## src/rtl/core/sbld_pkg.sv

```systemverilog
// sbld_pkg: shared types and constants of the STX / BCD length / LRC deframer
// no dependencies; imported by the interfaces and every module of the block
`timescale 1ns / 1ps

package sbld_pkg;

   localparam int ByteW   = 8;
   localparam int CountW  = 15;
   localparam int StatusW = 3;

   localparam logic [ByteW-1:0] STX_BYTE = 8'h02;
   localparam logic [ByteW-1:0] ETX_BYTE = 8'h03;

   localparam logic [CountW-1:0] MAX_PAYLOAD_RESET = 15'd1000;

   typedef enum logic [StatusW-1:0] {
      ST_OK          = 3'd0,
      ST_BAD_START   = 3'd1,
      ST_END_IDLE    = 3'd2,
      ST_END_LENGTH  = 3'd3,
      ST_END_PAYLOAD = 3'd4,
      ST_END_TRAILER = 3'd5,
      ST_BAD_ETX     = 3'd6,
      ST_LRC_ERROR   = 3'd7
   } status_type;

   typedef enum logic [5:0] {
      PH_IDLE = 6'b000001,
      PH_LEN1 = 6'b000010,
      PH_LEN2 = 6'b000100,
      PH_DATA = 6'b001000,
      PH_ETX  = 6'b010000,
      PH_LRC  = 6'b100000
   } phase_type;

   typedef struct packed {
      logic [ByteW-1:0] byte_in;
      logic             stream_end;
   } req_item_type;

   typedef struct packed {
      logic [ByteW-1:0]   out_byte;
      logic               byte_valid;
      logic               frame_done;
      logic [StatusW-1:0] status;
      logic [CountW-1:0]  delivered_count;
   } rsp_item_type;

   // bcd-style weighting, each nibble at face value
   function automatic logic [CountW-1:0] frame_length(input logic [ByteW-1:0] hi,
                                                      input logic [ByteW-1:0] lo);
      logic [CountW-1:0] d3, d2, d1, d0;
      d3 = {11'd0, hi[7:4]} * 15'd1000;
      d2 = {11'd0, hi[3:0]} * 15'd100;
      d1 = {11'd0, lo[7:4]} * 15'd10;
      d0 = {11'd0, lo[3:0]};
      return d3 + d2 + d1 + d0;
   endfunction

endpackage

```

## src/rtl/core/sbld_if.sv

```systemverilog
// sbld_if: valid/ready channel interfaces of the deframer (request, response, csr)
// depends on sbld_pkg for the payload widths
`timescale 1ns / 1ps

interface sbld_req_if;
   import sbld_pkg::*;
   logic             valid;
   logic             ready;
   logic [ByteW-1:0] byte_in;
   logic             stream_end;
   modport source (output valid, output byte_in, output stream_end, input ready);
   modport sink (input valid, input byte_in, input stream_end, output ready);
endinterface

interface sbld_rsp_if;
   import sbld_pkg::*;
   logic               valid;
   logic               ready;
   logic [ByteW-1:0]   out_byte;
   logic               byte_valid;
   logic               frame_done;
   logic [StatusW-1:0] status;
   logic [CountW-1:0]  delivered_count;
   modport source (output valid, output out_byte, output byte_valid, output frame_done,
                   output status, output delivered_count, input ready);
   modport sink (input valid, input out_byte, input byte_valid, input frame_done,
                 input status, input delivered_count, output ready);
endinterface

interface sbld_csr_if;
   import sbld_pkg::*;
   logic              valid;
   logic              ready;
   logic [CountW-1:0] max_payload;
   modport source (output valid, output max_payload, input ready);
   modport sink (input valid, input max_payload, output ready);
endinterface

```

## src/rtl/core/sbld_in_stage.sv

```systemverilog
// sbld_in_stage: input register for request items
// depends on sbld_pkg and sbld_req_if
`timescale 1ns / 1ps

module sbld_in_stage
   import sbld_pkg::*;
(
   input  logic          clock,
   input  logic          reset,
   sbld_req_if.sink      req_ch,
   input  logic          take,
   output logic          item_valid,
   output req_item_type  item
);

   logic         valid_ff, valid_in;
   req_item_type item_ff;
   logic         accept;

   assign req_ch.ready = !valid_ff || take;
   assign accept       = req_ch.valid && req_ch.ready;

   always_comb begin
      valid_in = valid_ff;
      if (accept) begin
         valid_in = 1'b1;
      end else if (take) begin
         valid_in = 1'b0;
      end
   end

   always_ff @(posedge clock) begin
      if (reset) begin
         valid_ff <= 1'b0;
      end else begin
         valid_ff <= valid_in;
      end
   end

   always_ff @(posedge clock) begin
      if (accept) begin
         item_ff.byte_in    <= req_ch.byte_in;
         item_ff.stream_end <= req_ch.stream_end;
      end
   end

   assign item_valid = valid_ff;
   assign item       = item_ff;

endmodule

```

## src/rtl/core/sbld_frame_core.sv

```systemverilog
// sbld_frame_core: frame state machine, length decode, lrc and payload counting
// depends on sbld_pkg and sbld_csr_if
`timescale 1ns / 1ps

module sbld_frame_core
   import sbld_pkg::*;
(
   input  logic          clock,
   input  logic          reset,
   sbld_csr_if.sink      csr_ch,
   input  logic          item_valid,
   input  req_item_type  item,
   output logic          take,
   output logic          out_load,
   input  logic          out_free,
   output rsp_item_type  result
);

   phase_type         phase_ff, phase_in;
   logic [CountW-1:0] decl_len_ff, decl_len_in;
   logic [CountW-1:0] seen_ff, seen_in;
   logic [ByteW-1:0]  lrc_ff, lrc_in;
   logic [ByteW-1:0]  first_ff, first_in;
   logic [CountW-1:0] max_ff;

   logic [ByteW-1:0]  b;
   logic              at_end;
   logic              has_result;
   logic [CountW-1:0] seen_inc;
   logic [CountW-1:0] delivered;
   logic [CountW-1:0] new_len;

   assign b         = item.byte_in;
   assign at_end    = item.stream_end;
   assign seen_inc  = seen_ff + 15'd1;
   assign delivered = (seen_ff < max_ff) ? seen_ff : max_ff;
   assign new_len   = frame_length(first_ff, b);

   assign csr_ch.ready = 1'b1;

   always_comb begin
      phase_in    = phase_ff;
      decl_len_in = decl_len_ff;
      seen_in     = seen_ff;
      lrc_in      = lrc_ff;
      first_in    = first_ff;
      has_result  = 1'b0;
      result      = '0;
      unique case (phase_ff)
         PH_LEN1: begin
            if (at_end) begin
               has_result    = 1'b1;
               result.status = ST_END_LENGTH;
            end else begin
               first_in = b;
               lrc_in   = b;
               phase_in = PH_LEN2;
            end
         end
         PH_LEN2: begin
            if (at_end) begin
               has_result    = 1'b1;
               result.status = ST_END_LENGTH;
            end else begin
               decl_len_in = new_len;
               lrc_in      = lrc_ff ^ b;
               seen_in     = '0;
               phase_in    = (new_len == '0) ? PH_ETX : PH_DATA;
            end
         end
         PH_DATA: begin
            if (at_end) begin
               has_result             = 1'b1;
               result.status          = ST_END_PAYLOAD;
               result.delivered_count = delivered;
            end else begin
               lrc_in  = lrc_ff ^ b;
               seen_in = seen_inc;
               if (seen_inc >= decl_len_ff) begin
                  phase_in = PH_ETX;
               end
               // bytes past max_payload still count and enter the lrc
               if (seen_inc <= max_ff) begin
                  has_result        = 1'b1;
                  result.out_byte   = b;
                  result.byte_valid = 1'b1;
               end
            end
         end
         PH_ETX: begin
            if (at_end) begin
               has_result             = 1'b1;
               result.status          = ST_END_TRAILER;
               result.delivered_count = delivered;
            end else if (b != ETX_BYTE) begin
               has_result             = 1'b1;
               result.status          = ST_BAD_ETX;
               result.delivered_count = delivered;
            end else begin
               lrc_in   = lrc_ff ^ ETX_BYTE;
               phase_in = PH_LRC;
            end
         end
         PH_LRC: begin
            has_result             = 1'b1;
            result.delivered_count = delivered;
            if (at_end) begin
               result.status = ST_END_TRAILER;
            end else if (b == lrc_ff) begin
               result.status = ST_OK;
            end else begin
               result.status = ST_LRC_ERROR;
            end
         end
         default: begin
            phase_in = PH_IDLE;
            if (at_end) begin
               has_result    = 1'b1;
               result.status = ST_END_IDLE;
            end else if (b != STX_BYTE) begin
               has_result    = 1'b1;
               result.status = ST_BAD_START;
            end else begin
               decl_len_in = '0;
               seen_in     = '0;
               lrc_in      = '0;
               first_in    = '0;
               phase_in    = PH_LEN1;
            end
         end
      endcase
      // every final status sends the machine back to idle
      if (has_result && !result.byte_valid) begin
         result.frame_done = 1'b1;
         phase_in          = PH_IDLE;
      end
   end

   // an item without a result never waits on the output register
   assign take     = item_valid && (!has_result || out_free);
   assign out_load = take && has_result;

   always_ff @(posedge clock) begin
      if (reset) begin
         phase_ff    <= PH_IDLE;
         decl_len_ff <= '0;
         seen_ff     <= '0;
         lrc_ff      <= '0;
         first_ff    <= '0;
         max_ff      <= MAX_PAYLOAD_RESET;
      end else begin
         if (take) begin
            phase_ff    <= phase_in;
            decl_len_ff <= decl_len_in;
            seen_ff     <= seen_in;
            lrc_ff      <= lrc_in;
            first_ff    <= first_in;
         end
         if (csr_ch.valid && csr_ch.ready) begin
            max_ff <= csr_ch.max_payload;
         end
      end
   end

endmodule

```

## src/rtl/core/sbld_out_stage.sv

```systemverilog
// sbld_out_stage: result register driving the response channel
// depends on sbld_pkg and sbld_rsp_if
`timescale 1ns / 1ps

module sbld_out_stage
   import sbld_pkg::*;
(
   input  logic          clock,
   input  logic          reset,
   input  logic          out_load,
   output logic          out_free,
   input  rsp_item_type  result,
   sbld_rsp_if.source    rsp_ch
);

   logic         valid_ff, valid_in;
   rsp_item_type item_ff;

   assign out_free = !valid_ff || rsp_ch.ready;

   always_comb begin
      valid_in = valid_ff;
      if (out_load) begin
         valid_in = 1'b1;
      end else if (rsp_ch.ready) begin
         valid_in = 1'b0;
      end
   end

   always_ff @(posedge clock) begin
      if (reset) begin
         valid_ff <= 1'b0;
      end else begin
         valid_ff <= valid_in;
      end
   end

   always_ff @(posedge clock) begin
      if (out_load) begin
         item_ff <= result;
      end
   end

   assign rsp_ch.valid           = valid_ff;
   assign rsp_ch.out_byte        = item_ff.out_byte;
   assign rsp_ch.byte_valid      = item_ff.byte_valid;
   assign rsp_ch.frame_done      = item_ff.frame_done;
   assign rsp_ch.status          = item_ff.status;
   assign rsp_ch.delivered_count = item_ff.delivered_count;

endmodule

```

## src/rtl/core/stx_bcd_lrc_deframer.sv

```systemverilog
// stx_bcd_lrc_deframer: top level of the STX / BCD length / LRC frame receiver
// depends on sbld_pkg, sbld_if, sbld_in_stage, sbld_frame_core, sbld_out_stage
//
// usage:
//   req_ch  one received byte per request, or stream_end for a closed link
//   rsp_ch  a delivered payload byte (byte_valid) or a final frame status
//           (frame_done, status, delivered_count); zero or one per request
//   csr_ch  writes max_payload; always ready, write only while idle
// a request is registered at its accepting edge, decoded by the frame state
// machine and loaded into the output register once that register is free;
// the response is driven from the output register; throughput is one request
// per cycle unless a result waits on a full output register; the update of the
// frame machine (length decode, lrc xor, byte count compare) sets that pace
// while the response is stalled, requests with no result keep flowing and
// the input register holds one more request; req_ch.ready drops only when a
// request with a result is blocked behind a full output register
// synchronous reset empties both registers, returns to waiting for STX and
// sets max_payload to 1000
`timescale 1ns / 1ps

module stx_bcd_lrc_deframer
   import sbld_pkg::*;
(
   input  logic       clock,
   input  logic       reset,
   sbld_req_if.sink   req_ch,
   sbld_rsp_if.source rsp_ch,
   sbld_csr_if.sink   csr_ch
);

   logic         item_valid;
   req_item_type item;
   logic         take;
   logic         out_load;
   logic         out_free;
   rsp_item_type result;

   sbld_in_stage u_in (
      .clock      (clock),
      .reset      (reset),
      .req_ch     (req_ch),
      .take       (take),
      .item_valid (item_valid),
      .item       (item)
   );

   sbld_frame_core u_core (
      .clock      (clock),
      .reset      (reset),
      .csr_ch     (csr_ch),
      .item_valid (item_valid),
      .item       (item),
      .take       (take),
      .out_load   (out_load),
      .out_free   (out_free),
      .result     (result)
   );

   sbld_out_stage u_out (
      .clock    (clock),
      .reset    (reset),
      .out_load (out_load),
      .out_free (out_free),
      .result   (result),
      .rsp_ch   (rsp_ch)
   );

endmodule

```

## src/flat_wrapper.sv

```systemverilog
// flat-port wrapper written by rule: the top's interface ports become plain ports
module stx_bcd_lrc_deframer_flat import sbld_pkg::*;
  (clock, reset, req_ch_valid, req_ch_byte_in, req_ch_stream_end, req_ch_ready, rsp_ch_valid, rsp_ch_out_byte, rsp_ch_byte_valid, rsp_ch_frame_done, rsp_ch_status, rsp_ch_delivered_count, rsp_ch_ready, csr_ch_valid, csr_ch_max_payload, csr_ch_ready);
  sbld_req_if req_ch_i ();
  sbld_rsp_if rsp_ch_i ();
  sbld_csr_if csr_ch_i ();
  input  logic clock;
  input  logic reset;
  input wire logic [$bits(req_ch_i.valid)-1:0] req_ch_valid;
  input wire logic [$bits(req_ch_i.byte_in)-1:0] req_ch_byte_in;
  input wire logic [$bits(req_ch_i.stream_end)-1:0] req_ch_stream_end;
  output wire logic [$bits(req_ch_i.ready)-1:0] req_ch_ready;
  output wire logic [$bits(rsp_ch_i.valid)-1:0] rsp_ch_valid;
  output wire logic [$bits(rsp_ch_i.out_byte)-1:0] rsp_ch_out_byte;
  output wire logic [$bits(rsp_ch_i.byte_valid)-1:0] rsp_ch_byte_valid;
  output wire logic [$bits(rsp_ch_i.frame_done)-1:0] rsp_ch_frame_done;
  output wire logic [$bits(rsp_ch_i.status)-1:0] rsp_ch_status;
  output wire logic [$bits(rsp_ch_i.delivered_count)-1:0] rsp_ch_delivered_count;
  input wire logic [$bits(rsp_ch_i.ready)-1:0] rsp_ch_ready;
  input wire logic [$bits(csr_ch_i.valid)-1:0] csr_ch_valid;
  input wire logic [$bits(csr_ch_i.max_payload)-1:0] csr_ch_max_payload;
  output wire logic [$bits(csr_ch_i.ready)-1:0] csr_ch_ready;
  assign req_ch_i.valid = req_ch_valid;
  assign req_ch_i.byte_in = req_ch_byte_in;
  assign req_ch_i.stream_end = req_ch_stream_end;
  assign req_ch_ready = req_ch_i.ready;
  assign rsp_ch_valid = rsp_ch_i.valid;
  assign rsp_ch_out_byte = rsp_ch_i.out_byte;
  assign rsp_ch_byte_valid = rsp_ch_i.byte_valid;
  assign rsp_ch_frame_done = rsp_ch_i.frame_done;
  assign rsp_ch_status = rsp_ch_i.status;
  assign rsp_ch_delivered_count = rsp_ch_i.delivered_count;
  assign rsp_ch_i.ready = rsp_ch_ready;
  assign csr_ch_i.valid = csr_ch_valid;
  assign csr_ch_i.max_payload = csr_ch_max_payload;
  assign csr_ch_ready = csr_ch_i.ready;
  stx_bcd_lrc_deframer u_core (.clock(clock), .reset(reset), .req_ch(req_ch_i), .rsp_ch(rsp_ch_i), .csr_ch(csr_ch_i));
endmodule
```

## config.mk

```make
export PLATFORM = sky130hd
export DESIGN_NAME = stx_bcd_lrc_deframer_flat
export DESIGN_NICKNAME = d
export VERILOG_FILES = /design/src/rtl/core/sbld_pkg.sv /design/src/rtl/core/sbld_if.sv /design/src/rtl/core/sbld_in_stage.sv /design/src/rtl/core/sbld_frame_core.sv /design/src/rtl/core/sbld_out_stage.sv /design/src/rtl/core/stx_bcd_lrc_deframer.sv /design/src/flat_wrapper.sv
export SDC_FILE = /design/constraint.sdc
export NUM_CORES = 1
export LEC_CHECK = 0
export ABC_AREA = 1
export ABC_CLOCK_PERIOD_IN_PS = 6600
export BUFFER_PORTS_ARGS = -buffer_cell sky130_fd_sc_hd__buf_2
export CORE_MARGIN = 2
export CORE_UTILIZATION = 41
export CTS_CLUSTER_SIZE = 24
export DETAILED_ROUTE_END_ITERATION = 8
export PLACE_DENSITY = 0.65
export SYNTH_ARGS = -nofsm -noshare
export SYNTH_HDL_FRONTEND = slang
export SYNTH_SLANG_ARGS = --single-unit
```

## constraint.sdc

```tcl
create_clock -name clock -period 6.6 [get_ports clock]
set_input_delay 0.66 -clock clock [delete_from_list [all_inputs] [get_ports clock]]
set_output_delay 0.66 -clock clock [all_outputs]
set_load 0.1 [all_outputs]
```

==> flow_summary.toml <==
[run_status]
outcome = "complete, no violations"

[worst_setup_path]
critPathLaunchType = "flip-flop"
ff2ff_path_depth = 25
path_class = "flip-flop to flip-flop"
crit_path_max_fanout = 29
arrival_ns = 4.98
worst_ep_required_time_ns = 6.57
cp-end-kind = "flip-flop"

[worst_hold_path]
hold_path_class = "flip-flop to flip-flop"
whs_path_depth = 2

[yosys]
syn_avg_cell_area_um2 = 7.57
syn_inst = 1035
ys_warn_count = 0
async_flop_share_pct = 0
synth-edff-count = 37
seq_area_frac_synth_pct = 31.8
synth_seq_cells = 106
synth.distinct_cells = 48
synth_ff_type = "dfxtp_1"
synth_fp_nets = 1178
mappedNetlistArea_mm2 = 0.00784

[die]
die-area_mm2 = 0.0202
die_h_um = 142
row_count = 50
pin_count = 60
coreArea_mm2 = 0.0187
initial_core_util_pct = 41.9
die_w_um = 142

[cts]
htree_levels = 3
hold_buffers = 0
cts-root-buf = "clkbuf_16"
post_cts_buffers = 0
cts_tree = "built"
cts-buffers-inserted = 9
clkTransAtPathRegs_ns = 0.09
cts.path.max_buffers = 2
cts_resized = 0
cts_sinks = 106
clock_latency_ns = 0.37

[place]
gp_congestion = 0.887
place_area_mm2 = 0.00830
portBuffers = 58
post-dp-hpwl_mm = 13.8
dpl_worst_slack_ns = 1.63

[grt]
grt_pass1_wl_mm = 29.3
grt_max_degree = 54
antenna_found_initial = 0
grt_usage_pct = 18.1
overflow = 0
grt_pass1_vias = 6074

[route]
via_count = 6545
wire_per_inst_um = 13.4
drt-initial-drc-count = 363
detail-route-antenna-nets = 0
wl_mm = 17.7
first_pass_iters = 5
remaining_drc_errors = 0
via_per_inst = 4.96

[power]
cellLeakagePower_nw = 4.51
peakVddDrop_v = 0.000141
p_total_mw = 1.48
power.density_mw_per_mm2 = 172

[timing]
worst_slew_pin_slew_ns = 1.21
fin_crit_sh_pct = 75.9
setup_ws_ns = 1.59
fin_worst_skew_ns = 0.0208
fmax_mhz = 200
finalCriticalPeriod_ns = 5.01
fin_setup_tns_ns = 0
maxSlewViolCount = 0
relSlewSlack_pct = 19.4
setup_viol = 0
finalHoldViolCount = 0
rsz0062_at_grt = "false"

[finish]
num_antenna_cells = 0
drive_above_1_share_pct = 9.76
stdcell_area_mm2 = 0.00861
final_util_pct = 46.1
finalNetCount = 1224
syn_to_final_growth_pct = 9.88

[job]
drv_cap = 0
==> logic make-up after synthesis <==
logic type	count (synthesis)	share of synthesized area, %
AO/OA/AOI/OAI	160	11.4
XOR/XNOR	32	3.57
adder cells (fa/ha/maj)	114	19.8
buffers and inverters	207	10.4
flip-flops	106	31.8
other	1	0.0478
AND/OR/NAND/NOR	415	22.9
==> path summary, 6_finish.rpt <==
path	startpoint	endpoint	slack, ns
max reg2reg	u_core.u_core.seen_ff[0]$_SDFFE_PP0P_	u_core.u_out.rsp_ch.out_byte[2]$_SDFFCE_PP0P_	1.59
min	u_core.u_core.decl_len_ff[5]$_SDFFE_PP0P_	u_core.u_core.decl_len_ff[5]$_SDFFE_PP0P_	0.46
min reg2reg	u_core.u_core.decl_len_ff[5]$_SDFFE_PP0P_	u_core.u_core.decl_len_ff[5]$_SDFFE_PP0P_	0.46
max	u_core.u_core.seen_ff[0]$_SDFFE_PP0P_	u_core.u_out.rsp_ch.out_byte[2]$_SDFFCE_PP0P_	1.59
==> per-stage QoR <==
stage	std cells	hold slack [ns]
floorplan	1035	0.432
global placement	1304	0.442
detailed placement	1304	0.446
CTS	1320	0.457
global route	1320	0.460
finish	1320	0.458
==> registers in the layout, summed over array words and instances, names as in the netlist <==
name / count
u_core.u_core.seen_ff: 15
u_core.u_out.rsp_ch.status: 3
u_core.u_in.item_valid: 1
u_core.u_core.first_ff: 8
u_core.u_core.max_ff: 15
u_core.u_in.item: 9
u_core.u_core.lrc_ff: 8
u_core.u_core.decl_len_ff: 15
u_core.u_out.rsp_ch.byte_valid: 1
u_core.u_out.rsp_ch.frame_done: 1
u_core.u_out.rsp_ch.out_byte: 8
u_core.u_out.rsp_ch.valid: 1
u_core.u_core.phase_ff: 6
u_core.u_out.rsp_ch.delivered_count: 15
==> power by group <==
part           switching, mW  total (mW)  leakage, nW  internal, mW
clock                  0.293       0.568        0.152         0.275
sequential            0.0135       0.708        0.921         0.695
combinational          0.148       0.201         3.44        0.0535
==> layer usage <==
metal | track usage, % | share of wire (%) | vias to the layer above
met2 | 30.6 | 46 | 146
met5 | 0 | 0 | -
met3 | 3.06 | 4.2 | 23
met4 | 5.16 | 1.6 | 0
met1 | 23.9 | 48 | 2965
li1 | - | - | 3411
==> worst max-delay path, stage by stage, from the launching register on <==
cell and delay [ns]:
dfxtp_1 0.44, inv_1 0.14, nor3_2 0.25, nand2_1 0.08
nor2_1 0.17, nand2_1 0.14, nor3_2 0.18, nand3_1 0.16
nor2_1 0.14, xor2_1 0.21, inv_1 0.10, ha_1 0.28
nand2_1 0.06, nor2_1 0.17, inv_1 0.06, nor2_1 0.13
nand2_1 0.06, nand2_1 0.05, nand2_1 0.05, nand2_1 0.11
nand2_1 0.09, nand2_2 0.08, nand2_4 0.08, a21boi_4 0.40
nand2_1 0.09, inv_1 0.88
==> area by class of cell <==
| type | count | area (µm²) |
|---|---|---|
| fillers | 1822 | 10100 |
| multi-input cells | 722 | 4530 |
| flip-flops and latches | 106 | 2490 |
| inverters | 183 | 687 |
| repair buffers | 59 | 298 |
| well taps | 234 | 293 |
| clock buffers | 9 | 225 |
| clock inverters | 7 | 86.3 |
==> cell usage in the layout, fill, tap and decap left out, types with 2 or more instances in the layout <==
cell type	n
inv_1	180
buf_2	58
xnor2_1	7
nand3_2	2
nand4_2	4
nor2_1	130
o21bai_1	2
a221oi_1	2
clkinv_8	2
nand2_4	3
dfxtp_1	69
nand2_1	197
ha_1	97
o21ai_1	10
nand4_1	11
o21ai_0	47
edfxtp_1	37
nor3_1	5
nand2_2	4
fa_1	17
nand3_1	43
xor2_1	25
inv_2	3
inv_6	3
nor2_2	7
nor4_1	3
clkbuf_16	9
a31oi_1	4
nor2_4	2
nor3_2	2
a21oi_1	83
==> synth_stat cells, types with 3 or more instances <==
cell | count | share of area (%)
xor2_1 | 25 | 2.8
ha_1 | 97 | 15
buf_4 | 3 | 0.29
nor2_1 | 130 | 6.2
nand2_1 | 197 | 9.4
xnor2_1 | 7 | 0.78
nor4_1 | 3 | 0.24
fa_1 | 17 | 4.3
a21oi_1 | 83 | 5.3
nand3_1 | 43 | 2.7
nand4_1 | 11 | 0.88
nand2_4 | 3 | 0.43
nand4_2 | 4 | 0.64
nand2_2 | 4 | 0.32
nor2_2 | 7 | 0.56
o21ai_0 | 47 | 3.0
buf_2 | 3 | 0.19
o21ai_1 | 10 | 0.64
a31oi_1 | 4 | 0.32
dfxtp_1 | 69 | 18
edfxtp_1 | 37 | 14
buf_6 | 3 | 0.43
inv_1 | 180 | 8.6
clkbuf_1 | 14 | 0.67
nor3_1 | 5 | 0.32
(Power assumes the default switching activity.)
